<file path="src/rtl/button_event_qualifier_macros.svh">
// assertion macros for the button event qualifier
// used by rtl modules that assert
`ifndef BUTTON_EVENT_QUALIFIER_MACROS_SVH
`define BUTTON_EVENT_QUALIFIER_MACROS_SVH
`define BEQ_ASSERT(lbl, prop, msg) \
  lbl: assert property (@(posedge clk_i) disable iff (!rst_ni) prop) else $error(msg);
`define BEQ_ASSERT_RST(lbl, prop, msg) \
  lbl: assert property (@(posedge clk_i) prop) else $error(msg);
`endif

</file>
<file path="src/rtl/beq_pkg.sv">
// shared constants and types for the button event qualifier
// no dependencies
`default_nettype none
package beq_pkg;
  localparam int unsigned Buttons = 5;
  localparam int unsigned IdxW = $clog2(Buttons);
  localparam int unsigned NumFeat = 5;

  typedef enum logic [2:0] {
    REG_FEATURE = 3'd0,
    REG_DEBOUNCE = 3'd1,
    REG_LONG = 3'd2,
    REG_DOUBLE = 3'd3,
    REG_RPT_DELAY = 3'd4,
    REG_RPT_PERIOD = 3'd5,
    REG_CHORD_HOLD = 3'd6,
    REG_CHORD_PAIR = 3'd7
  } reg_idx_e;

  // per-button record held in memory
  typedef struct packed {
    logic        raw_level;
    logic        stable_level;
    logic [31:0] last_change;
    logic [31:0] press_start;
    logic [31:0] next_repeat;
    logic        long_done;
    logic        click_pending;
    logic [31:0] release_time;
    logic        skip_release;
  } btn_rec_t;

  typedef struct packed {
    logic [19:0] feature;
    logic [15:0] debounce;
    logic [15:0] long_press;
    logic [15:0] dbl;
    logic [15:0] rpt_delay;
    logic [15:0] rpt_period;
  } cfg_t;

  typedef struct packed {
    logic click;
    logic dbl;
    logic lng;
    logic rpt;
  } btn_ev_t;
endpackage
`default_nettype wire

</file>
<file path="src/rtl/button_event_qualifier.sv">
// a poll request walks all Buttons = 5 buttons in turn before its result is given
// (each button gets a read state, S_READ, then a write-back state, S_WORK)
// a new poll is not taken while the walk is in progress
// the result waits in an output register; a new poll is taken once it is taken
// reset: all buttons released, times zero, registers at defaults, no clearing pass
// top level of the button event qualifier; depends on beq_pkg, beq_btn_update and the macros header
`default_nettype none
module button_event_qualifier import beq_pkg::*; (
  input  wire logic        clk_i,
  input  wire logic        rst_ni,
  input  wire logic        s_axis_tvalid,
  output logic             s_axis_tready,
  input  wire logic [39:0] s_axis_tdata,  // now_ms, raw_pressed
  output logic             m_axis_tvalid,
  input  wire logic        m_axis_tready,
  output logic [23:0]      m_axis_tdata,  // click, double, long, repeat, chord_long, any
  input  wire logic        cfg_we_i,
  input  wire logic [2:0]  cfg_idx_i,
  input  wire logic [19:0] cfg_data_i
);
  typedef enum logic [1:0] {S_IDLE, S_READ, S_WORK} state_e;
  state_e state_q;
  cfg_t cfg_q;
  logic [15:0] hold_q;
  logic [5:0] pair_q;
  logic [31:0] now_q;
  logic [Buttons-1:0] raw_q, mem_valid_q;
  logic [IdxW-1:0] idx_q;
  logic chord_act_q, chord_fired_q, chord_ev_q;
  logic [31:0] chord_start_q;
  logic [Buttons-1:0] blk_q, setskip_q;
  logic [NumFeat-1:0] mc_q, md_q, ml_q, mr_q;
  btn_rec_t mem_q [Buttons];
  btn_rec_t rd_q, rd, wr;
  btn_ev_t ev;
  logic [2:0] ca, cb;
  logic c_en, c_both, c_fire;
  logic [Buttons-1:0] pair_mask;
  logic out_v_q;
  logic last;

  assign ca = pair_q[2:0];
  assign cb = pair_q[5:3];
  assign c_en = 32'(ca) < Buttons && 32'(cb) < Buttons;
  assign c_both = raw_q[IdxW'(ca)] && raw_q[IdxW'(cb)];
  assign pair_mask = (Buttons'(1) << ca) | (Buttons'(1) << cb);
  assign c_fire = c_en && c_both && chord_act_q && !chord_fired_q &&
                  (now_q - chord_start_q) >= {16'd0, hold_q};
  assign last = 32'(idx_q) == Buttons - 1;
  assign rd = mem_valid_q[idx_q] ? rd_q : '0;
  assign s_axis_tready = state_q == S_IDLE && !out_v_q;
  assign m_axis_tvalid = out_v_q;

  beq_btn_update u_upd (
    .clk_i, .rst_ni, .rec_i(rd), .cfg_i(cfg_q), .now_i(now_q), .raw_i(raw_q[idx_q]),
    .idx_i(idx_q), .blocked_i(blk_q[idx_q]), .set_skip_i(setskip_q[idx_q]),
    .rec_o(wr), .ev_o(ev)
  );

  always_ff @(posedge clk_i) begin
    rd_q <= mem_q[idx_q];
    if (state_q == S_WORK) mem_q[idx_q] <= wr;
  end

  always_ff @(posedge clk_i or negedge rst_ni) begin
    if (!rst_ni) begin
      state_q <= S_IDLE;
      cfg_q <= {20'd130179, 16'd30, 16'd800, 16'd300, 16'd500, 16'd150};
      hold_q <= 16'd2000;
      pair_q <= 6'd8;
      mem_valid_q <= '0;
      idx_q <= '0;
      chord_act_q <= 1'b0;
      chord_fired_q <= 1'b0;
      chord_start_q <= '0;
      out_v_q <= 1'b0;
      now_q <= '0;
      raw_q <= '0;
      blk_q <= '0;
      setskip_q <= '0;
      chord_ev_q <= 1'b0;
      {mc_q, md_q, ml_q, mr_q} <= '0;
    end else begin
      if (cfg_we_i) begin
        case (reg_idx_e'(cfg_idx_i))
          REG_FEATURE:    cfg_q.feature <= cfg_data_i;
          REG_DEBOUNCE:   cfg_q.debounce <= cfg_data_i[15:0];
          REG_LONG:       cfg_q.long_press <= cfg_data_i[15:0];
          REG_DOUBLE:     cfg_q.dbl <= cfg_data_i[15:0];
          REG_RPT_DELAY:  cfg_q.rpt_delay <= cfg_data_i[15:0];
          REG_RPT_PERIOD: cfg_q.rpt_period <= cfg_data_i[15:0];
          REG_CHORD_HOLD: hold_q <= cfg_data_i[15:0];
          REG_CHORD_PAIR: pair_q <= cfg_data_i[5:0];
          default: ;
        endcase
      end
      if (out_v_q && m_axis_tready) out_v_q <= 1'b0;
      case (state_q)
        S_IDLE: begin
          if (s_axis_tvalid && s_axis_tready) begin
            now_q <= s_axis_tdata[31:0];
            raw_q <= s_axis_tdata[32 +: Buttons];
            idx_q <= '0;
            {mc_q, md_q, ml_q, mr_q} <= '0;
            state_q <= S_READ;
          end
        end
        S_READ: begin
          // chord state advances once per poll, before the first button
          if (idx_q == '0) begin
            blk_q <= (c_en && c_both) ? pair_mask : '0;
            setskip_q <= c_fire ? pair_mask : '0;
            chord_ev_q <= c_fire;
            if (c_en) begin
              if (c_both) begin
                if (!chord_act_q) begin
                  chord_act_q <= 1'b1;
                  chord_fired_q <= 1'b0;
                  chord_start_q <= now_q;
                end else if (c_fire) begin
                  chord_fired_q <= 1'b1;
                end
              end else begin
                chord_act_q <= 1'b0;
                chord_fired_q <= 1'b0;
              end
            end
          end
          state_q <= S_WORK;
        end
        S_WORK: begin
          mem_valid_q[idx_q] <= 1'b1;
          if (32'(idx_q) < NumFeat) begin
            mc_q[3'(idx_q)] <= ev.click;
            md_q[3'(idx_q)] <= ev.dbl;
            ml_q[3'(idx_q)] <= ev.lng;
            mr_q[3'(idx_q)] <= ev.rpt;
          end
          if (last) begin
            state_q <= S_IDLE;
            out_v_q <= 1'b1;
          end else begin
            idx_q <= idx_q + 1'b1;
            state_q <= S_READ;
          end
        end
        default: state_q <= S_IDLE;
      endcase
    end
  end

  assign m_axis_tdata = {2'b00, |{mc_q, md_q, ml_q, mr_q, chord_ev_q}, chord_ev_q,
                         mr_q, ml_q, md_q, mc_q};

  `include "button_event_qualifier_macros.svh"
  `BEQ_ASSERT(a_no_take_busy, (state_q != S_IDLE) |-> !s_axis_tready, "request taken while busy")
  `BEQ_ASSERT(a_out_after_last, $rose(out_v_q) |-> $past(state_q) == S_WORK, "stray result")
  `BEQ_ASSERT_RST(a_rst_idle, !rst_ni |=> state_q == S_IDLE || !rst_ni, "not idle after reset")
endmodule
`default_nettype wire

</file>
<file path="src/rtl/beq_btn_update.sv">
// per-button read-modify-write logic: debounce, click, double click, long and repeat
// depends on beq_pkg and the macros header
`default_nettype none
module beq_btn_update import beq_pkg::*; (
  input  wire logic            clk_i,
  input  wire logic            rst_ni,
  input  wire btn_rec_t        rec_i,
  input  wire cfg_t            cfg_i,
  input  wire logic [31:0]     now_i,
  input  wire logic            raw_i,
  input  wire logic [IdxW-1:0] idx_i,
  input  wire logic            blocked_i,
  input  wire logic            set_skip_i,
  output btn_rec_t             rec_o,
  output btn_ev_t              ev_o
);
  logic fc, fd, fl, fr;
  btn_rec_t r;
  logic [31:0] dur, d;
  logic in_range;

  always_comb begin
    in_range = 32'(idx_i) < NumFeat;
    fc = in_range && cfg_i.feature[5'(idx_i)];
    fd = in_range && cfg_i.feature[5'd5 + 5'(idx_i)];
    fl = in_range && cfg_i.feature[5'd10 + 5'(idx_i)];
    fr = in_range && cfg_i.feature[5'd15 + 5'(idx_i)];
    r = rec_i;
    ev_o = '0;
    dur = '0;
    d = '0;
    if (set_skip_i) r.skip_release = 1'b1;
    if (raw_i != r.raw_level) begin
      r.raw_level = raw_i;
      r.last_change = now_i;
    end
    if ((now_i - r.last_change) >= {16'd0, cfg_i.debounce} &&
        r.stable_level != r.raw_level) begin
      r.stable_level = r.raw_level;
      if (r.stable_level) begin
        r.press_start = now_i;
        r.next_repeat = now_i + {16'd0, cfg_i.rpt_delay};
        r.long_done = 1'b0;
      end else begin
        dur = now_i - r.press_start;
        if (r.skip_release) begin
          r.skip_release = 1'b0;
          r.click_pending = 1'b0;
        end else if (!r.long_done && dur >= {16'd0, cfg_i.debounce} &&
                     dur < {16'd0, cfg_i.long_press}) begin
          if (fd && cfg_i.dbl != '0) begin
            if (!r.click_pending) begin
              r.click_pending = 1'b1;
              r.release_time = now_i;
            end else if ((now_i - r.release_time) <= {16'd0, cfg_i.dbl}) begin
              r.click_pending = 1'b0;
              ev_o.dbl = 1'b1;
            end else begin
              ev_o.click = fc;
              r.release_time = now_i;
            end
          end else begin
            ev_o.click = fc;
          end
        end
      end
    end
    if (r.stable_level && !r.skip_release) begin
      if (!r.long_done && fl && (now_i - r.press_start) >= {16'd0, cfg_i.long_press}) begin
        r.long_done = 1'b1;
        ev_o.lng = 1'b1;
      end
      d = now_i - r.next_repeat;
      if (fr && cfg_i.rpt_period != '0 && !d[31]) begin
        r.next_repeat = r.next_repeat + {16'd0, cfg_i.rpt_period};
        ev_o.rpt = 1'b1;
      end
    end
    if (cfg_i.dbl != '0 && r.click_pending && !r.skip_release &&
        (now_i - r.release_time) > {16'd0, cfg_i.dbl}) begin
      r.click_pending = 1'b0;
      ev_o.click = ev_o.click | fc;
    end
    if (blocked_i) ev_o = '0;
    ev_o.dbl = ev_o.dbl & fd;
    rec_o = r;
  end

  `include "button_event_qualifier_macros.svh"
  `BEQ_ASSERT(a_no_ev_blocked, blocked_i |-> ev_o == '0, "event on blocked button")
  `BEQ_ASSERT(a_long_sets_done, ev_o.lng |-> rec_o.long_done, "long without done")
  `BEQ_ASSERT(a_dbl_clears, ev_o.dbl |-> !rec_o.click_pending, "double left pending")
endmodule
`default_nettype wire
</file>
<file path="config.mk">
export PLATFORM = sky130hd
export DESIGN_NAME = button_event_qualifier
export DESIGN_NICKNAME = d
export VERILOG_FILES = /design/src/rtl/beq_pkg.sv /design/src/rtl/button_event_qualifier.sv /design/src/rtl/beq_btn_update.sv
export VERILOG_INCLUDE_DIRS = /design/src /design/src/rtl
export SDC_FILE = /design/constraint.sdc
export NUM_CORES = 2
export LEC_CHECK = 0
export BUFFER_PORTS_ARGS = -buffer_cell sky130_fd_sc_hd__buf_2
export CORE_MARGIN = 2
export CORE_UTILIZATION = 40
export DETAILED_ROUTE_END_ITERATION = 10
export HOLD_SLACK_MARGIN = 0.06
export SYNTH_ARGS = -nofsm -noshare
export SYNTH_HDL_FRONTEND = slang
export SYNTH_HIERARCHICAL = 1
export SYNTH_SLANG_ARGS = --single-unit
</file>
<file path="constraint.sdc">
create_clock -name clk_i -period 22.5 [get_ports clk_i]
set_input_delay 2.25 -clock clk_i [delete_from_list [all_inputs] [get_ports clk_i]]
set_output_delay 2.25 -clock clk_i [all_outputs]
set_load 0.02 [all_outputs]
</file>
======== Word level (Yosys, flattened, before mapping) ========
Memory sizes are Yosys's and may differ from the RTL's. A register that Yosys moved wholly into a read port is not among the register bits.
Index checks and enable logic that the tools add are counted.
cells by class
  $add $sub $neg .......................... 13
  $lt $le $gt $ge ......................... 18
  equal/unequal tests ..................... 16
  shift-type cells ........................ 2
  multiplexer cells ....................... 85
  bitwise logic cells ..................... 5
  reduce and logical (&&, ||, !) cells .... 54
operator list
  operator              number
  $sub A32 B32 Y32      7
  $mux W133             1
  $mux W33              4
  $ge A32 B16 Y1        4
  $mux W32              4
  $mux W99              1
  $mux W65              1
  $add A32 B16 Y32      2
  $pmux W5 S2           4
  $mux W1               35
  $mux W5               7
  $mux W34              1
  $gt A32 B16 Y1        1
  $le A32 B16 Y1        1
  $lt A32 B16 Y1        1
  $reduce_bool A16 Y1   2
  $logic_and A1 B1 Y1   26
  $bmux W1 S3           7
  $reduce_or A21 Y1     1
  $bwmux W5             4
  $reduce_and A2 Y1     10
  $lt A5 B6 Y1 const B  3
  $bmux W1 S5           3
  $eq A3 B3 Y1 const B  5
  other kinds (33)      58
word-level totals
  register bits ........................... 235
  RAM bits ................................ 665
  word-level logic and storage cells ...... 218
  memories kept ........................... 1
memory list
  name   words  width  rd ports  clocked after memory_dff  wr ports  line                          text
  mem_q  5      133    1         1                         1         button_event_qualifier.sv:33  btn_rec_t mem_q [Buttons];

======== Longest topological paths before layout ========
  word-level depth ........................ 22
  mapped depth ............................ 62
  gate-level depth less buffers ........... 55

======== Cells and area by module ========
Netlist, hierarchy kept.
by module, submodules not included
  module                  times used  cells an instance  area each (um^2)  sequential area each (um^2)
  button_event_qualifier  1           2295               39770.6           28559.9
  beq_btn_update          1           2488               17132.7           0.0

======== Least setup slack after synthesis ========
Ideal clock, no wire load.
  kind .................................... register -> register
  from .................................... reg idx_q[0]
  to ...................................... reg mc_q[2]
  setup time .............................. 0.114 ns
  arrival time ............................ 15.214 ns
  setup slack ............................. 7.172 ns
  stages on the path, launching flop included .. 6
  buffers on the path ..................... 3
  period minus slack after synthesis ...... 15.328 ns
  cell sequence ........................... dfrtp_1 -> clkbuf_1 -> clkbuf_1 -> clkbuf_1 -> nor4_1 -> a22o_1
on the way
  cells in the longest elaborated chain, start to end .. 20
  elaborated cells between the ends (all ways) .. 69
  classes of those cells .................. add/sub: 5; order compare: 8; eq/ne: 3; mux: 39; bitwise: 1; reduce/logical: 13
RTL lines
  what                                                            line                                        text
  start, declared                                                 button_event_qualifier.sv:28                logic [IdxW-1:0] idx_q;
  start signal, assigned                                          button_event_qualifier.sv:143               idx_q <= idx_q + 1'b1;
  $bmux W1 S3                                                     button_event_qualifier.sv:50                assign rd = mem_valid_q[idx_q] ? rd_q : '0;
  $mux W1 (not written as such)                                   button_event_qualifier.sv:50
  $mux W133                                                       button_event_qualifier.sv:50
  $sub A32 B32 Y32                                                beq_btn_update.sv:55                        end else if ((now_i - r.release_time) <= {16'd0, cfg_i.dbl}) begin
  $le A32 B16 Y1                                                  beq_btn_update.sv:55
  $mux W32 / $mux W1 (equally long branches)                      beq_btn_update.sv:55
  $mux W33                                                        beq_btn_update.sv:52                        if (!r.click_pending) begin
  $mux W33                                                        beq_btn_update.sv:51                        if (fd && cfg_i.dbl != '0) begin
  (+4 left out)                                                   -
  $sub A32 B32 Y32 / $logic_and A1 B1 Y1 (equally long branches)  beq_btn_update.sv:80, beq_btn_update.sv:79
  $gt A32 B16 Y1 / $logic_and A1 B1 Y1 (equally long branches)    beq_btn_update.sv:80, beq_btn_update.sv:79
  $logic_and A1 B1 Y1                                             beq_btn_update.sv:79                        if (cfg_i.dbl != '0 && r.click_pending && !r.skip_release &&
  $mux W1                                                         beq_btn_update.sv:79
  $mux W4                                                         beq_btn_update.sv:84                        if (blocked_i) ev_o = '0;
  $bwmux W5                                                       button_event_qualifier.sv:134               mc_q[3'(idx_q)] <= ev.click;
  $mux W5                                                         button_event_qualifier.sv:133               if (32'(idx_q) < NumFeat) begin
  $pmux W5 S2                                                     button_event_qualifier.sv:98                case (state_q)
  end signal, assigned by index                                   button_event_qualifier.sv:134
  end, declared                                                   button_event_qualifier.sv:32                logic [NumFeat-1:0] mc_q, md_q, ml_q, mr_q;
Several ways; a longest one is shown, not always the timed one. The select of a mux whose other input is x is not followed.
A chain may end at the register's enable or synchronous reset.

==> reports/summary.json <==
{
  "max_clock_freq": {"value": 61.6, "unit": "MHz"},
  "synth_seq_area_share": {"value": 50.2, "unit": "%"},
  "cts_tree": {"value": "built"},
  "crit_path_top_delay_cell": {"value": "a2111oi_0"},
  "critical_path_arrival": {"value": 16850, "unit": "ps"},
  "setup.reg_to_reg.worst_slack": {"value": 6260, "unit": "ps"},
  "grt_pass1_vias": {"value": 38700},
  "via_per_inst": {"value": 5.74},
  "ys_flop_type": {"value": "edfxtp_1"},
  "worstReg2RegEnd": {"value": "mc_q[4]"},
  "dr.first_iter.drc_count": {"value": 3182},
  "min_path_type": {"value": "flip-flop to flip-flop"},
  "report.final.slew_viol_count": {"value": 0},
  "yosysTopAreaCellShare": {"value": 35.1, "unit": "%"},
  "globalRoute.totalOverflow": {"value": 0},
  "maxSlewHeadroom": {"value": 20.3, "unit": "%"},
  "chipWidth": {"value": 381, "unit": "µm"},
  "timing.critical_path.max_delay_family": {"value": "compound AO/OA/AOI/OAI gates"},
  "worstHoldEndpoint": {"value": "mem_valid_q[3]"},
  "startpoint_of_the_worst_slack_reg_to_reg_timing_path": {"value": "idx_q[1]"},
  "synth_area_leaders": {"value": "edfxtp_1, dfrtp_1, ha_1"},
  "timing.hold.worst.start": {"value": "mem_valid_q[3]"},
  "setup.worst_path.end_class": {"value": "flip-flop"},
  "final_worst_hold_slack": {"value": 460, "unit": "ps"},
  "row_cnt": {"value": 138},
  "post_synth_num_cell_types": {"value": 105},
  "cts_htree_levels": {"value": 3},
  "drv_cap": {"value": 0},
  "ctsHoldBuffers": {"value": 0},
  "numClockSinks": {"value": 1033},
  "syn-mean-instance-area": {"value": 11.9, "unit": "µm²"},
  "initial_core_util": {"value": 40.2, "unit": "%"},
  "synthesis.yosys.warnings": {"value": 6},
  "status": {"value": "complete, but fails checks"},
  "rsz_0062_raised_after_global_routing": {"value": "false"},
  "buffer_ports.inserted": {"value": 88},
  "root_buffer": {"value": "clkbuf_16"},
  "clk-insertion-delay-late": {"value": 740, "unit": "ps"},
  "timing.critical_path.slowest_cell_delay": {"value": 830, "unit": "ps"},
  "numCtsBuffers": {"value": 108},
  "critical_path_required": {"value": 23110, "unit": "ps"},
  "dr.pass1.iters": {"value": 8},
  "routability_congestion": {"value": 0.938},
  "crit_buf_inv": {"value": 5},
  "cts.repair_timing.setup_buffer_count": {"value": 0},
  "routed_wire_length_per_instance": {"value": 23.8, "unit": "µm"},
  "post_detailed_route_count_of_antenna_violating_nets": {"value": 0},
  "clock_path_buffers": {"value": 3},
  "clock-skew-final": {"value": 39.9, "unit": "ps"},
  "placeableCoreArea": {"value": 0.141, "unit": "mm²"},
  "synthesis.area": {"value": 0.0569, "unit": "mm²"},
  "wire_length_of_the_first_global_routing_pass": {"value": 244000, "unit": "µm"},
  "route.vias.total": {"value": 39400},
  "clock_pin_transition_on_the_worst_setup_and_hold_timing_paths": {"value": 60, "unit": "ps"},
  "ys_top_cells_by_count": {"value": "edfxtp_1, ha_1, inv_1"},
  "worstSetupPathType": {"value": "flip-flop to flip-flop"},
  "yosysTopAreaCell": {"value": "edfxtp_1"},
  "synth_edf_count": {"value": 665},
  "final_min_period_over_clock_period": {"value": 72.2, "unit": "%"},
  "layout_min_cycle_time": {"value": 16240, "unit": "ps"},
  "pin_count": {"value": 94},
  "setup_violations": {"value": 0},
  "dieHeight": {"value": 381, "unit": "µm"},
  "most_repeated_cell_in_the_gate_level_netlist_after_synthesis": {"value": "edfxtp_1"},
  "setup-tns-final": {"value": 0, "unit": "ps"},
  "synthCells": {"value": 4783},
  "postLayoutCoreUtil": {"value": 44.7, "unit": "%"},
  "worstPathMaxFanout": {"value": 43},
  "route.final.wire_length": {"value": 163000, "unit": "µm"},
  "area_growth": {"value": 11.2, "unit": "%"},
  "worst_slew_pin_slew": {"value": 1190, "unit": "ps"},
  "number_of_synthesized_register_bits": {"value": 1033},
  "grt_antenna_before_repair": {"value": 16},
  "finalHoldViolations": {"value": 0},
  "violated_checks": {"value": "design-rule violations"},
  "critical-path-top-cell-by-count": {"value": "a21oi_1"},
  "grt_use_total": {"value": 22.2, "unit": "%"},
  "fin_nets": {"value": 5323},
  "drive_gt1_share": {"value": 18.3, "unit": "%"},
  "whs_path_depth": {"value": 1},
  "synthArstFlopShare": {"value": 22.7, "unit": "%"},
  "route.detailed.drc": {"value": 2},
  "grt_max_degree": {"value": 118},
  "worstRegToRegCells": {"value": 51},
  "die_area": {"value": 0.145, "unit": "mm²"},
  "worstSetupStartpointType": {"value": "flip-flop"},
  "post_cts.resized_instances": {"value": 0},
  "hpwl": {"value": 115000, "unit": "µm"}
}
cell type report:
class | instances | area [µm²]
flip-flops and latches | 1033 | 28600
repair buffers | 170 | 1120
inverters | 335 | 1260
diodes | 4 | 10.0
multi-input cells | 3226 | 26400
fillers | 13000 | 78100
clock inverters | 59 | 509
well taps | 1890 | 2360
clock buffers | 146 | 3020
per-stage QoR:
stage	std cells	cell area (µm²)	setup WS (ps)
after CTS	6859	63300	6500
final	6863	63300	6260
after detailed placement	6654	59700	6530
after global placement	6654	59700	6640
after global routing	6860	63300	5580
after floorplan	4784	56900	7170
worst max-delay path by stage:
| stage | startpoint | slack [ps] | end | cells after the start |
|---|---|---|---|---|
| 4_1_cts | idx_q[1] | 6500 | mc_q[4] | 49 |
| 3_5_place_dp | idx_q[1] | 6530 | mc_q[2] | 49 |
| 2_1_floorplan | idx_q[0] | 7170 | mc_q[2] | 5 |
| 6_report | idx_q[1] | 6260 | mc_q[4] | 51 |
| 5_1_grt | idx_q[1] | 5580 | mem_q[4][33] | 54 |
| 3_3_place_gp | idx_q[1] | 6640 | mc_q[0] | 49 |
flip-flops by register name, summed over array words and instances (netlist names), 6 cells and up:
name	cells
pair_q	6
cfg_q	100
rd_q	133
chord_start_q	32
hold_q	16
mem_q	665
now_q	32
cells in the final DEF, fill, tap and decap left out, types with 87 or more instances in the layout:
cell / count
mux4_2: 140
dfrtp_1: 194
mux2_2: 314
dfxtp_1: 133
nor2b_1: 174
clkbuf_16: 109
a21o_1: 99
nand2_1: 287
buf_2: 87
nor2_1: 195
ha_1: 372
inv_1: 333
nand3_1: 90
edfxtp_1: 665
a21oi_1: 250
o21ai_0: 244
cells by family after synthesis:
family	synth area share, %
other	0.00659
and+or+nand+nor	10.2
DFF	50.2
xor gates and xnor gates	2.57
AOI/OAI and AO/OA	11.6
buffers and inverters	3.58
adders and majority gates	8.48
muxes	13.3
routing by layer:
layer | vias to the layer above | global-route usage (%) | part of all wire (%)
li1 | 18100 | - | -
met1 | 19900 | 31.1 | 45
met3 | 207 | 2.68 | 5.7
met4 | 0 | 5.23 | 2.3
met5 | - | 0 | 0
met2 | 1170 | 36.7 | 47
Power is left out: the tool's default activity adds up to more than one toggle a clock period on the data nets, which glitch-free logic cannot reach.
